==> config.mk <==
export PLATFORM = sky130hd
export DESIGN_NAME = integer_to_radix_digits_core
export DESIGN_NICKNAME = d
export VERILOG_FILES = /design/src/hw/rtl/itr_pkg.sv /design/src/hw/rtl/itr_front.sv /design/src/hw/rtl/itr_queue.sv /design/src/hw/rtl/itr_back.sv /design/src/hw/rtl/integer_to_radix_digits_core.sv
export SDC_FILE = /design/constraint.sdc
export NUM_CORES = 1
export LEC_CHECK = 0
export BUFFER_PORTS_ARGS = -buffer_cell sky130_fd_sc_hd__buf_4
export CAP_MARGIN = 20
export CORE_ASPECT_RATIO = 0.5
export CORE_MARGIN = 1.5
export CORE_UTILIZATION = 42
export CTS_CLUSTER_SIZE = 25
export DETAILED_ROUTE_END_ITERATION = 7
export PLACE_DENSITY = 0.68
export SLEW_MARGIN = 20
export SYNTH_ARGS = -nofsm -noshare
export SYNTH_HDL_FRONTEND = slang
export SYNTH_HIERARCHICAL = 1
export SYNTH_SLANG_ARGS = --single-unit
==> constraint.sdc <==
create_clock -name clock -period 41 [get_ports clock]
set_clock_uncertainty 0.1 [all_clocks]
set_input_delay 2.05 -clock clock [delete_from_list [all_inputs] [get_ports clock]]
set_output_delay 2.05 -clock clock [all_outputs]
set_load 0.01 [all_outputs]
==> src/hw/rtl/itr_pkg.sv <==
`timescale 1ns / 1ps
// ----------------------------------------------------------------------------
// itr_pkg
// Shared types, constants and the digit-to-ASCII mapping for the radix
// digit converter.
// ----------------------------------------------------------------------------
package itr_pkg;

   localparam int VALUE_WIDTH = 63;
   localparam int RADIX_WIDTH = 6;
   localparam int DIGIT_WIDTH = 6;
   localparam int CHAR_WIDTH  = 7;

   // quotient bits retired per divider cycle
   localparam int DIV_STEPS = 8;

   localparam logic [RADIX_WIDTH-1:0] RADIX_MIN = 6'd2;
   localparam logic [RADIX_WIDTH-1:0] RADIX_MAX = 6'd36;
   localparam logic [DIGIT_WIDTH-1:0] DIGIT_TEN = 6'd10;
   localparam logic [DIGIT_WIDTH-1:0] DIGIT_TOP = 6'd35;
   localparam logic [CHAR_WIDTH-1:0]  CHAR_ZERO = 7'd48;
   localparam logic [CHAR_WIDTH-1:0]  CHAR_A    = 7'd65;

   typedef enum logic [1:0] {
      KIND_ERROR   = 2'd0,
      KIND_ZERO    = 2'd1,
      KIND_CONVERT = 2'd2
   } kind_type;

   typedef struct packed {
      kind_type                kind;
      logic [RADIX_WIDTH-1:0]  radix;
   } item_ctl_type;

   typedef enum logic [1:0] {
      ST_IDLE = 2'd0,
      ST_DIV  = 2'd1,
      ST_POP  = 2'd2
   } back_state_type;

   function automatic logic [CHAR_WIDTH-1:0] digit_to_ascii(input logic [DIGIT_WIDTH-1:0] d);
      logic [CHAR_WIDTH-1:0] ch;
      if (d < DIGIT_TEN) begin
         ch = CHAR_ZERO + CHAR_WIDTH'(d);
      end else if (d <= DIGIT_TOP) begin
         ch = CHAR_A + CHAR_WIDTH'(d - DIGIT_TEN);
      end else begin
         ch = '0;
      end
      return ch;
   endfunction

endpackage

==> src/hw/rtl/itr_front.sv <==
`timescale 1ns / 1ps
// ----------------------------------------------------------------------------
// itr_front
// Takes requests, masks the value and classifies each request as bad radix,
// zero or conversion, then hands it to the queue.
// ----------------------------------------------------------------------------
module itr_front #(
   parameter int VALUE_BITS = 63
) (
   input  logic                                  clock,
   input  logic                                  reset,
   input  logic                                  start,
   output logic                                  busy,
   input  logic [itr_pkg::VALUE_WIDTH-1:0]       req_value,
   input  logic [itr_pkg::RADIX_WIDTH-1:0]       req_radix,
   output logic                                  push,
   input  logic                                  queue_full,
   output itr_pkg::item_ctl_type                 push_ctl,
   output logic [VALUE_BITS-1:0]                 push_value
);

   logic                      hold_vld_ff, hold_vld_in;
   itr_pkg::item_ctl_type     hold_ctl_ff, hold_ctl_in;
   logic [VALUE_BITS-1:0]     hold_value_ff, hold_value_in;
   logic                      accept;
   logic [VALUE_BITS-1:0]     masked;

   assign busy   = hold_vld_ff && queue_full;
   assign accept = start && !busy;
   assign push   = hold_vld_ff && !queue_full;
   assign masked = req_value[VALUE_BITS-1:0];

   always_comb begin
      hold_vld_in   = hold_vld_ff;
      hold_ctl_in   = hold_ctl_ff;
      hold_value_in = hold_value_ff;
      if (push) begin
         hold_vld_in = 1'b0;
      end
      if (accept) begin
         hold_vld_in       = 1'b1;
         hold_value_in     = masked;
         hold_ctl_in.radix = req_radix;
         if (req_radix < itr_pkg::RADIX_MIN || req_radix > itr_pkg::RADIX_MAX) begin
            hold_ctl_in.kind = itr_pkg::KIND_ERROR;
         end else if (masked == '0) begin
            hold_ctl_in.kind = itr_pkg::KIND_ZERO;
         end else begin
            hold_ctl_in.kind = itr_pkg::KIND_CONVERT;
         end
      end
   end

   always_ff @(posedge clock) begin
      if (reset) begin
         hold_vld_ff <= 1'b0;
      end else begin
         hold_vld_ff <= hold_vld_in;
      end
      hold_ctl_ff   <= hold_ctl_in;
      hold_value_ff <= hold_value_in;
   end

   assign push_ctl   = hold_ctl_ff;
   assign push_value = hold_value_ff;

endmodule

==> src/hw/rtl/itr_queue.sv <==
`timescale 1ns / 1ps
// ----------------------------------------------------------------------------
// itr_queue
// Two-entry request queue between the front and the back.
// ----------------------------------------------------------------------------
module itr_queue #(
   parameter int DATA_BITS = 71
) (
   input  logic                  clock,
   input  logic                  reset,
   input  logic                  push,
   input  logic [DATA_BITS-1:0]  push_data,
   output logic                  full,
   input  logic                  pop,
   output logic                  empty,
   output logic [DATA_BITS-1:0]  pop_data
);

   logic [DATA_BITS-1:0] entry_ff [2];
   logic                 wr_ptr_ff, wr_ptr_in;
   logic                 rd_ptr_ff, rd_ptr_in;
   logic [1:0]           count_ff, count_in;

   assign full     = (count_ff == 2'd2);
   assign empty    = (count_ff == 2'd0);
   assign pop_data = entry_ff[rd_ptr_ff];

   always_comb begin
      wr_ptr_in = wr_ptr_ff;
      rd_ptr_in = rd_ptr_ff;
      count_in  = count_ff;
      if (push) begin
         wr_ptr_in = ~wr_ptr_ff;
      end
      if (pop) begin
         rd_ptr_in = ~rd_ptr_ff;
      end
      if (push && !pop) begin
         count_in = count_ff + 2'd1;
      end else if (pop && !push) begin
         count_in = count_ff - 2'd1;
      end
   end

   always_ff @(posedge clock) begin
      if (reset) begin
         wr_ptr_ff <= 1'b0;
         rd_ptr_ff <= 1'b0;
         count_ff  <= 2'd0;
      end else begin
         wr_ptr_ff <= wr_ptr_in;
         rd_ptr_ff <= rd_ptr_in;
         count_ff  <= count_in;
      end
      if (push) begin
         entry_ff[wr_ptr_ff] <= push_data;
      end
   end

endmodule

==> src/hw/rtl/itr_back.sv <==
`timescale 1ns / 1ps
// ----------------------------------------------------------------------------
// itr_back
// Repeated division by the radix, several quotient bits per cycle, with
// remainders pushed on a digit stack, then popped most significant first.
// ----------------------------------------------------------------------------
module itr_back #(
   parameter int VALUE_BITS = 63,
   parameter int MAX_DIGITS = 64
) (
   input  logic                                 clock,
   input  logic                                 reset,
   input  logic                                 queue_empty,
   output logic                                 deq,
   input  itr_pkg::item_ctl_type                item_ctl,
   input  logic [VALUE_BITS-1:0]                item_value,
   output logic                                 rsp_strobe,
   output logic [itr_pkg::CHAR_WIDTH-1:0]       rsp_digit_char,
   output logic                                 rsp_last,
   output logic                                 rsp_error
);

   localparam int STEPS   = itr_pkg::DIV_STEPS;
   localparam int CHUNKS  = (VALUE_BITS + STEPS - 1) / STEPS;
   localparam int QW      = CHUNKS * STEPS;
   localparam int CHUNK_W = $clog2(CHUNKS + 1);
   localparam int CNT_W   = $clog2(MAX_DIGITS + 1);
   localparam int AW      = $clog2(MAX_DIGITS);
   localparam int DW      = itr_pkg::DIGIT_WIDTH;
   localparam int RW      = itr_pkg::RADIX_WIDTH;

   itr_pkg::back_state_type state_ff, state_in;

   logic [QW-1:0]        q_ff, q_in, q_nx;
   logic [DW-1:0]        rem_ff, rem_in, r_nx;
   logic [RW-1:0]        radix_ff, radix_in;
   logic [CHUNK_W-1:0]   chunk_ff, chunk_in;
   logic [CNT_W-1:0]     cnt_ff, cnt_in, cnt_dec;

   logic [DW-1:0]        stack_mem [MAX_DIGITS];
   logic [DW-1:0]        mem_q_ff;
   logic                 push_en;
   logic [AW-1:0]        wr_addr, rd_addr;

   logic                 pop_vld_ff, pop_vld_in;
   logic                 pop_last_ff, pop_last_in;
   logic                 pop_err_ff, pop_err_in;
   logic                 pop_zero_ff, pop_zero_in;

   logic                 rsp_strobe_ff;
   logic [itr_pkg::CHAR_WIDTH-1:0] rsp_char_ff, rsp_char_in;
   logic                 rsp_last_ff;
   logic                 rsp_error_ff;
   logic [DW-1:0]        out_digit;

   // restoring division, STEPS quotient bits per cycle
   always_comb begin
      logic [DW:0] t;
      q_nx = q_ff;
      r_nx = rem_ff;
      for (int i = 0; i < STEPS; i++) begin
         t    = {r_nx, q_nx[QW-1]};
         q_nx = {q_nx[QW-2:0], 1'b0};
         if (t >= {1'b0, radix_ff}) begin
            t       = t - {1'b0, radix_ff};
            q_nx[0] = 1'b1;
         end
         r_nx = t[DW-1:0];
      end
   end

   assign cnt_dec = cnt_ff - CNT_W'(1);
   assign rd_addr = cnt_dec[AW-1:0];
   assign wr_addr = cnt_ff[AW-1:0];

   always_comb begin
      state_in    = state_ff;
      q_in        = q_ff;
      rem_in      = rem_ff;
      radix_in    = radix_ff;
      chunk_in    = chunk_ff;
      cnt_in      = cnt_ff;
      deq         = 1'b0;
      push_en     = 1'b0;
      pop_vld_in  = 1'b0;
      pop_last_in = 1'b0;
      pop_err_in  = 1'b0;
      pop_zero_in = 1'b0;
      unique case (state_ff)
         itr_pkg::ST_IDLE: begin
            if (!queue_empty) begin
               deq = 1'b1;
               unique case (item_ctl.kind)
                  itr_pkg::KIND_ZERO: begin
                     pop_vld_in  = 1'b1;
                     pop_last_in = 1'b1;
                     pop_zero_in = 1'b1;
                  end
                  itr_pkg::KIND_CONVERT: begin
                     q_in     = QW'(item_value);
                     radix_in = item_ctl.radix;
                     rem_in   = '0;
                     chunk_in = '0;
                     cnt_in   = '0;
                     state_in = itr_pkg::ST_DIV;
                  end
                  default: begin
                     pop_vld_in  = 1'b1;
                     pop_last_in = 1'b1;
                     pop_err_in  = 1'b1;
                  end
               endcase
            end
         end
         itr_pkg::ST_DIV: begin
            q_in   = q_nx;
            rem_in = r_nx;
            if (chunk_ff == CHUNK_W'(CHUNKS - 1)) begin
               chunk_in = '0;
               rem_in   = '0;
               if (cnt_ff < CNT_W'(MAX_DIGITS)) begin
                  push_en = 1'b1;
                  cnt_in  = cnt_ff + CNT_W'(1);
               end
               if (q_nx == '0) begin
                  state_in = itr_pkg::ST_POP;
               end
            end else begin
               chunk_in = chunk_ff + CHUNK_W'(1);
            end
         end
         itr_pkg::ST_POP: begin
            pop_vld_in  = 1'b1;
            pop_last_in = (cnt_ff == CNT_W'(1));
            cnt_in      = cnt_dec;
            if (cnt_ff == CNT_W'(1)) begin
               state_in = itr_pkg::ST_IDLE;
            end
         end
         default: begin
            state_in = itr_pkg::ST_IDLE;
         end
      endcase
   end

   always_ff @(posedge clock) begin
      if (reset) begin
         state_ff   <= itr_pkg::ST_IDLE;
         cnt_ff     <= '0;
         chunk_ff   <= '0;
         pop_vld_ff <= 1'b0;
      end else begin
         state_ff   <= state_in;
         cnt_ff     <= cnt_in;
         chunk_ff   <= chunk_in;
         pop_vld_ff <= pop_vld_in;
      end
      q_ff        <= q_in;
      rem_ff      <= rem_in;
      radix_ff    <= radix_in;
      pop_last_ff <= pop_last_in;
      pop_err_ff  <= pop_err_in;
      pop_zero_ff <= pop_zero_in;
   end

   always_ff @(posedge clock) begin
      if (push_en) begin
         stack_mem[wr_addr] <= r_nx;
      end
      mem_q_ff <= stack_mem[rd_addr];
   end

   assign out_digit = pop_zero_ff ? '0 : mem_q_ff;

   always_comb begin
      if (pop_err_ff) begin
         rsp_char_in = '0;
      end else begin
         rsp_char_in = itr_pkg::digit_to_ascii(out_digit);
      end
   end

   always_ff @(posedge clock) begin
      if (reset) begin
         rsp_strobe_ff <= 1'b0;
      end else begin
         rsp_strobe_ff <= pop_vld_ff;
      end
      rsp_char_ff  <= rsp_char_in;
      rsp_last_ff  <= pop_last_ff;
      rsp_error_ff <= pop_err_ff;
   end

   assign rsp_strobe     = rsp_strobe_ff;
   assign rsp_digit_char = rsp_char_ff;
   assign rsp_last       = rsp_last_ff;
   assign rsp_error      = rsp_error_ff;

endmodule

==> src/hw/rtl/integer_to_radix_digits_core.sv <==
`timescale 1ns / 1ps
// ----------------------------------------------------------------------------
// integer_to_radix_digits_core
// Converts a non-negative integer to upper-case ASCII digits in base 2..36,
// most significant digit first; a bad radix gives one error result.
//
//   channel   handshake           payload
//   request   start / busy        req_value[62:0], req_radix[5:0]
//   result    rsp_strobe          rsp_digit_char[6:0], rsp_last, rsp_error
//
// Each digit takes a full divider pass over all the value bits; digits are then
// popped at one per cycle and pass the stack read and result registers to the ports.
// Bad radix and zero give their single result through the holding register, the
// queue, the pop registers and the result registers.
// busy rises only when the holding register and the two-entry queue are full;
// the receiver cannot stall. Synchronous reset clears control state, not the stack.
// ----------------------------------------------------------------------------
module integer_to_radix_digits_core #(
   parameter int VALUE_BITS = 63,
   parameter int MAX_DIGITS = 64
) (
   input  logic                               clock,
   input  logic                               reset,
   input  logic                               start,
   output logic                               busy,
   input  logic [itr_pkg::VALUE_WIDTH-1:0]    req_value,
   input  logic [itr_pkg::RADIX_WIDTH-1:0]    req_radix,
   output logic                               rsp_strobe,
   output logic [itr_pkg::CHAR_WIDTH-1:0]     rsp_digit_char,
   output logic                               rsp_last,
   output logic                               rsp_error
);

   localparam int CTL_BITS  = $bits(itr_pkg::item_ctl_type);
   localparam int DATA_BITS = VALUE_BITS + CTL_BITS;

   logic                    push, queue_full, queue_empty, deq;
   itr_pkg::item_ctl_type   push_ctl, item_ctl;
   logic [VALUE_BITS-1:0]   push_value, item_value;
   logic [DATA_BITS-1:0]    push_data, pop_data;

   itr_front #(
      .VALUE_BITS (VALUE_BITS)
   ) u_front (
      .clock      (clock),
      .reset      (reset),
      .start      (start),
      .busy       (busy),
      .req_value  (req_value),
      .req_radix  (req_radix),
      .push       (push),
      .queue_full (queue_full),
      .push_ctl   (push_ctl),
      .push_value (push_value)
   );

   assign push_data = {push_ctl, push_value};

   itr_queue #(
      .DATA_BITS (DATA_BITS)
   ) u_queue (
      .clock     (clock),
      .reset     (reset),
      .push      (push),
      .push_data (push_data),
      .full      (queue_full),
      .pop       (deq),
      .empty     (queue_empty),
      .pop_data  (pop_data)
   );

   assign item_ctl   = itr_pkg::item_ctl_type'(pop_data[DATA_BITS-1:VALUE_BITS]);
   assign item_value = pop_data[VALUE_BITS-1:0];

   itr_back #(
      .VALUE_BITS (VALUE_BITS),
      .MAX_DIGITS (MAX_DIGITS)
   ) u_back (
      .clock          (clock),
      .reset          (reset),
      .queue_empty    (queue_empty),
      .deq            (deq),
      .item_ctl       (item_ctl),
      .item_value     (item_value),
      .rsp_strobe     (rsp_strobe),
      .rsp_digit_char (rsp_digit_char),
      .rsp_last       (rsp_last),
      .rsp_error      (rsp_error)
   );

endmodule

# Word-level counts from Yosys, hierarchy flattened
# Memory sizes are Yosys's and may differ from the RTL's. A register that Yosys moved wholly into a read port is not among the register bits.
# Cells that the tools add are included.
[totals]
inputBits = 72
output_inout_bits = 11
mem_count = 2
elab_cells = 156
reg_bits = 179
ramBits = 526
[classes]
n_bitwise = 4
mux = 63
addsub = 16
magnitude_cmp = 13
eq_ne = 13
reduce_logical = 24
[memory_table]
columns = ["name", "words", "width", "rd", "rd_ports_with_merged_regs", "write_ports", "line", "text"]
rows = [
  ["u_back.stack_mem", 64, 6, 1, 1, 1, "itr_back.sv:40", "logic [DW-1:0] stack_mem [MAX_DIGITS];"],
  ["u_queue.entry_ff", 2, 71, 1, 1, 1, "itr_queue.sv:19", "logic [DATA_BITS-1:0] entry_ff [2];"],
]
[ops]
columns = ["cell", "count"]
rows = [
  ["$mux W64", 2],
  ["$pmux W64 S2", 1],
  ["$mux W6", 12],
  ["$logic_not A64 Y1", 1],
  ["$logic_not A63 Y1", 1],
  ["$ge A7 B6 Y1", 8],
  ["$sub A6 B6 Y6", 8],
  ["$mux W7", 6],
  ["$mux W1", 25],
  ["$pmux W7 S3", 1],
  ["$mux W2", 8],
  ["$mux W4", 3],
  ["$pmux W6 S2", 1],
  ["$reduce_and A5 Y1", 2],
  ["$ne A2 B1 Y1 const B", 4],
  ["$pmux W4 S2", 1],
  ["$add A6 B6 Y7 const A", 1],
  ["$add A7 B1 Y7 const B", 1],
  ["$add A7 B7 Y7 const A", 1],
  ["$eq A7 B1 Y1 const B", 1],
  ["$lt A7 B7 Y1 const B", 1],
  ["$sub A6 B4 Y7 const B", 1],
  ["$sub A7 B1 Y7 const B", 1],
  ["$eq A2 B2 Y1 const B", 3],
  ["21 further kinds", 39],
]

# Longest topological paths before layout
[depth]
word_depth = 20
depth_mapped = 83
depth_no_buf = 78

# Hierarchy
# The synthesis kept the hierarchy.
[by_module_without_submodules]
columns = ["module", "area_each_um2", "instances", "seq_area_each_um2", "cells_each"]
rows = [
  ["itr_back", 22552.9, 1, 14473.9, 1381],
  ["itr_queue", 5355.1, 1, 4364.2, 243],
  ["itr_front", 2358.5, 1, 2152.1, 105],
]

# Worst setup path after synthesis
# No wires, ideal clock.
[synth_timing]
path_type = "register to register"
from = "register u_back.radix_ff[1]"
to = "memory u_back/stack_mem[0][0] in the netlist's numbering, data pin"
synth_period_minus_slack_ps = 18740
stages_incl_launch_ff = 73
t_required_ps = 40332
setup_ps = 568
slack_ps = 22260
arrival_time_ps = 18071
path_buffers = 2
cell_sequence = "edfxtp_1 inv_1 ha_1 inv_1 o21ai_0 a21o_1 clkbuf_1 mux2_2 ha_1 and4_1 a31oi_1 a21bo_2 nor2_1 mux2_2 inv_1 ha_1 nand2_1 o21ai_0 (+37 left out) nand2b_1 a21o_1 a21o_1 a211o_1 a311o_1 o31ai_1 mux2i_1 ha_1 a21o_1 a21o_1 a21o_1 a21o_1 a31o_2 a21oi_1 a21boi_0 o221a_2 o211ai_4 mux2i_1"
[synth_between]
elab_chain_len = 16
word_cells_on_any_way = 23
cone_classes = "7 x add/sub; 8 x order compare; 8 x mux"
[synth_rtl]
columns = ["element", "line", "text"]
rows = [
  ["from (decl)", "itr_back.sv:36", "logic [RW-1:0] radix_ff, radix_in;"],
  ["from (signal assigned)", "itr_back.sv:160", "radix_ff <= radix_in;"],
  ["$sub A6 B6 Y6 / $ge A7 B6 Y1 (equally long branches)", "itr_back.sv:65, itr_back.sv:64", ""],
  ["$mux W6", "itr_back.sv:64", "if (t >= {1'b0, radix_ff}) begin"],
  ["$sub A6 B6 Y6 / $ge A7 B6 Y1 (equally long branches)", "itr_back.sv:65, itr_back.sv:64", ""],
  ["$mux W6", "itr_back.sv:64", ""],
  ["$sub A6 B6 Y6 / $ge A7 B6 Y1 (equally long branches)", "itr_back.sv:65, itr_back.sv:64", ""],
  ["$mux W6", "itr_back.sv:64", ""],
  ["$sub A6 B6 Y6 / $ge A7 B6 Y1 (equally long branches)", "itr_back.sv:65, itr_back.sv:64", ""],
  ["$mux W6", "itr_back.sv:64", ""],
  ["$sub A6 B6 Y6 / $ge A7 B6 Y1 (equally long branches)", "itr_back.sv:65, itr_back.sv:64", ""],
  ["$mux W6", "itr_back.sv:64", ""],
  ["$ge A7 B6 Y1 / $sub A6 B6 Y6 (equally long branches)", "itr_back.sv:64, itr_back.sv:65", ""],
  ["$mux W6", "itr_back.sv:64", ""],
  ["$sub A6 B6 Y6 / $ge A7 B6 Y1 (equally long branches)", "itr_back.sv:65, itr_back.sv:64", ""],
  ["$mux W6", "itr_back.sv:64", ""],
  ["$ge A7 B6 Y1 *", "itr_back.sv:64", ""],
  ["$mux W6 *", "itr_back.sv:64", ""],
  ["named net u_back.r_nx[0]", "itr_back.sv:35", "logic [DW-1:0] rem_ff, rem_in, r_nx;"],
  ["to (decl)", "itr_back.sv:40", ""],
]
# Mark *: on every way through the listed nets, which the timed path passes. The rest lies on a longest branch.

# Worst setup path in the final report
[layout_timing]
from = "register u_back.radix_ff[1]"
to = "memory u_back/stack_mem[35][0] in the netlist's numbering, data pin"
# Same word-level chain as after synthesis.

==> flow_summary.toml <==
[synthesis]
synth_xor_area_frac = 0.0124
yosysTopAreaCellShare = 0.668
synth_ff_type = "edfxtp_1"
yosysTopAreaCell = "edfxtp_1"
synth_fa_ha_area_frac = 0.0317
avgSynthCellArea_um2 = 17.5
yosysMostFrequentCell = "edfxtp_1"
ys_async_sr_fraction = 0
synth.yosys.seq_area_share = 0.694
synth_seq_cells = 712
synth_top_family_by_area = "multiplexers"
ys_types = 74
synth_compound_area_frac = 0.0372
synth_edf_count = 673
synth_common_cells = "673 x edfxtp_1, 142 x mux2_2, 126 x mux4_2, 120 x nor2_1, 64 x ha_1"
synthMuxAreaShare = 0.154
syn-instance-count = 1729
synth_nets = 1873
netlist_top_cells_area = "edfxtp_1 67%, mux4_2 9.4%, mux2_2 5.3%"
ys_warn_count = 6
synth-simple-area-share = 0.0540
syn_area_um2 = 30300

[clock_tree]
clockBufferDepth = 3
post_cts_buffers = 0
cts_tree = "done"
cts_buffers = 66
ctsResizeCount = 0
cts_root_buffer = "clkbuf_16"
cts_sinks = 712
cts_htree_levels = 3
cts_hold_buf = 0
clk_latency_ns = 0.61
path_clk_slew_ns = 0.07

[global_route]
first_global_vias = 15600
grt_pass1_wl_mm = 94.8
grt_start_max_net_pins = 84
grt_antenna_before_repair = 1
grt_use_total = 0.171
gr-total-overflow = 0

[route]
dr_wl_met3_mm = 3.23
dr_wl_met2_mm = 31.2
route.vias.total = 15700
drt_iter0_markers = 1386
postRouteAntennaNets = 0
top_layer_used = "met4"
route.detailed.drc = 0
met1_length_mm = 26.9
drt-vias-per-instance = 5.53
wirelength_mm = 62.9
routedWlPerCell_um = 22.2
dr.pass1.iters = 5

[setup_path]
crit_start = "u_back/radix_ff[1]$_DFFE_PP_"
crit_path_top_delay_cell = "mux2i_4"
rrSetupSlack_ns = 20.38
cp.required_ns = 41.28
path_common_cell = "a21o_1"
crit_path_start_kind = "register"
r2r-start = "u_back/radix_ff[1]$_DFFE_PP_"
path_class = "register to register"
worstPathMaxFanout = 36
slowest_delay_ns = 0.75
crit_path_end_kind = "register"
worstPathArrival_ns = 20.90

[placement]
portBuffers = 82
place_area_um2 = 32000
hpwl_mm = 40.9
globalplace.congestion = 0.915

[timing]
relSlewSlack = 0.268
fin_setup_tns_ns = 0
rsz0062_at_grt = "no"
finalHoldViolCount = 0
fmax_ghz = 0.0485
worstMarginPinSlew_ns = 1.10
drv_slew = 0
fin_crit_sh = 0.503
finalCriticalPeriod_ns = 20.62
setup_viol = 0

[run_status]
outcome = "finished, final reports clean"

[flow_run]
cap_viol_max_count = 0

[worst_hold_path]
hold_class = "register to register"
hp-start = "u_back/pop_last_ff$_DFF_P_"

[floorplanning]
die_area_um2 = 73800
coreArea_um2 = 71100
initial_core_util = 0.425
fp.dieW_um = 383
die_h_um = 193
fp-row-count = 69
ioPinCount = 83

[cells_and_area]
final_nets = 1975
synthToLayoutAreaGrowth_pct = 12.5
final_cell_area_um2 = 34000
drive_gt1_frac = 0.258
fin_util = 0.479
==> per-layer routing <==
layer  GRT usage  vias to the layer above
met1       0.226                     8065
li1            -                     7079
met5           0                        -
met3      0.0301                       90
met4      0.0537                        0
met2       0.288                      461
==> cell families after synthesis <==
| kind of cell | Yosys count |
|---|---|
| buffers and inverters | 123 |
| adders and majority gates | 72 |
| xor gates and xnor gates | 43 |
| DFF | 712 |
| muxes | 288 |
| AOI/OAI and AO/OA | 166 |
| and+or+nand+nor | 325 |
==> through the flow <==
step | setup slack, ns | hold WS, ns | instances
after floorplan | 22.26 | 0.210 | 1729
after global placement | 21.13 | 0.227 | 2721
after detailed placement | 20.60 | 0.219 | 2721
after CTS | 20.53 | 0.238 | 2837
after global routing | 19.13 | 0.247 | 2837
final | 20.38 | 0.234 | 2838
==> worst max-delay path, delay by kind of cell (launching register included) <==
family / cells / cell delay (ns)
muxes: 7 / 3.14
AOI/OAI and AO/OA: 33 / 7.79
and+or+nand+nor: 18 / 4.88
adders and majority gates: 8 / 2.62
DFF: 1 / 0.70
buffers and inverters: 5 / 1.10
==> worst paths after layout <==
check                                                    endpoint  depth (start not counted)
worst max-delay path            u_back/stack_mem[35][0]$_DFFE_PP_                         71
worst max register to register  u_back/stack_mem[35][0]$_DFFE_PP_                         71
worst min-delay path                      u_back/rsp_last$_DFF_P_                          0
worst min register to register            u_back/rsp_last$_DFF_P_                          0
==> layout by cell type (no fill, tap or decap), types with 5 or more instances in the layout <==
cell	count
nand3_1	13
xnor2_1	19
or2_2	5
nand4_1	14
clkbuf_1	17
o211ai_1	6
nand2b_1	9
mux4_2	126
inv_1	61
nor2_1	120
a211oi_1	7
and2_1	8
xor2_1	21
fa_1	8
a22oi_1	7
clkinv_1	11
a21oi_1	39
nor4_1	29
a31oi_1	6
a21o_1	19
o21ai_0	30
edfxtp_1	673
mux2_2	142
and3_1	13
clkbuf_16	67
nor2b_1	20
or3_1	12
mux2i_1	15
dfxtp_1	37
buf_4	95
nor3_1	15
clkinv_2	8
ha_1	62
nand2_1	43
==> flip-flops by register name, indices dropped and copies added (netlist names), 2 cells and up, named ones only <==
name                   count
u_back/state_ff            2
u_front/push_ctl           8
u_back/cnt_ff              7
u_queue/entry_ff         142
u_back/rsp_digit_char      7
u_front/push_value        63
u_back/radix_ff            6
u_back/mem_q_ff            6
u_back/stack_mem         384
u_back/rem_ff              6
u_back/q_ff               64
u_queue/count_ff           2
u_back/chunk_ff            4
==> final cells by class <==
class | count | area (um2)
Clock inverter | 30 | 267
Fill cell | 5937 | 37100
Inverter | 62 | 233
Timing Repair Buffer | 95 | 713
Tap cell | 958 | 1200
Sequential cell | 712 | 21000
Multi-Input combinational cell | 894 | 8870
Antenna cell | 1 | 2.50
Clock buffer | 86 | 1770
Power is not shown: default switching activity piles up to over one toggle a cycle in this logic, so the estimate is an artifact.
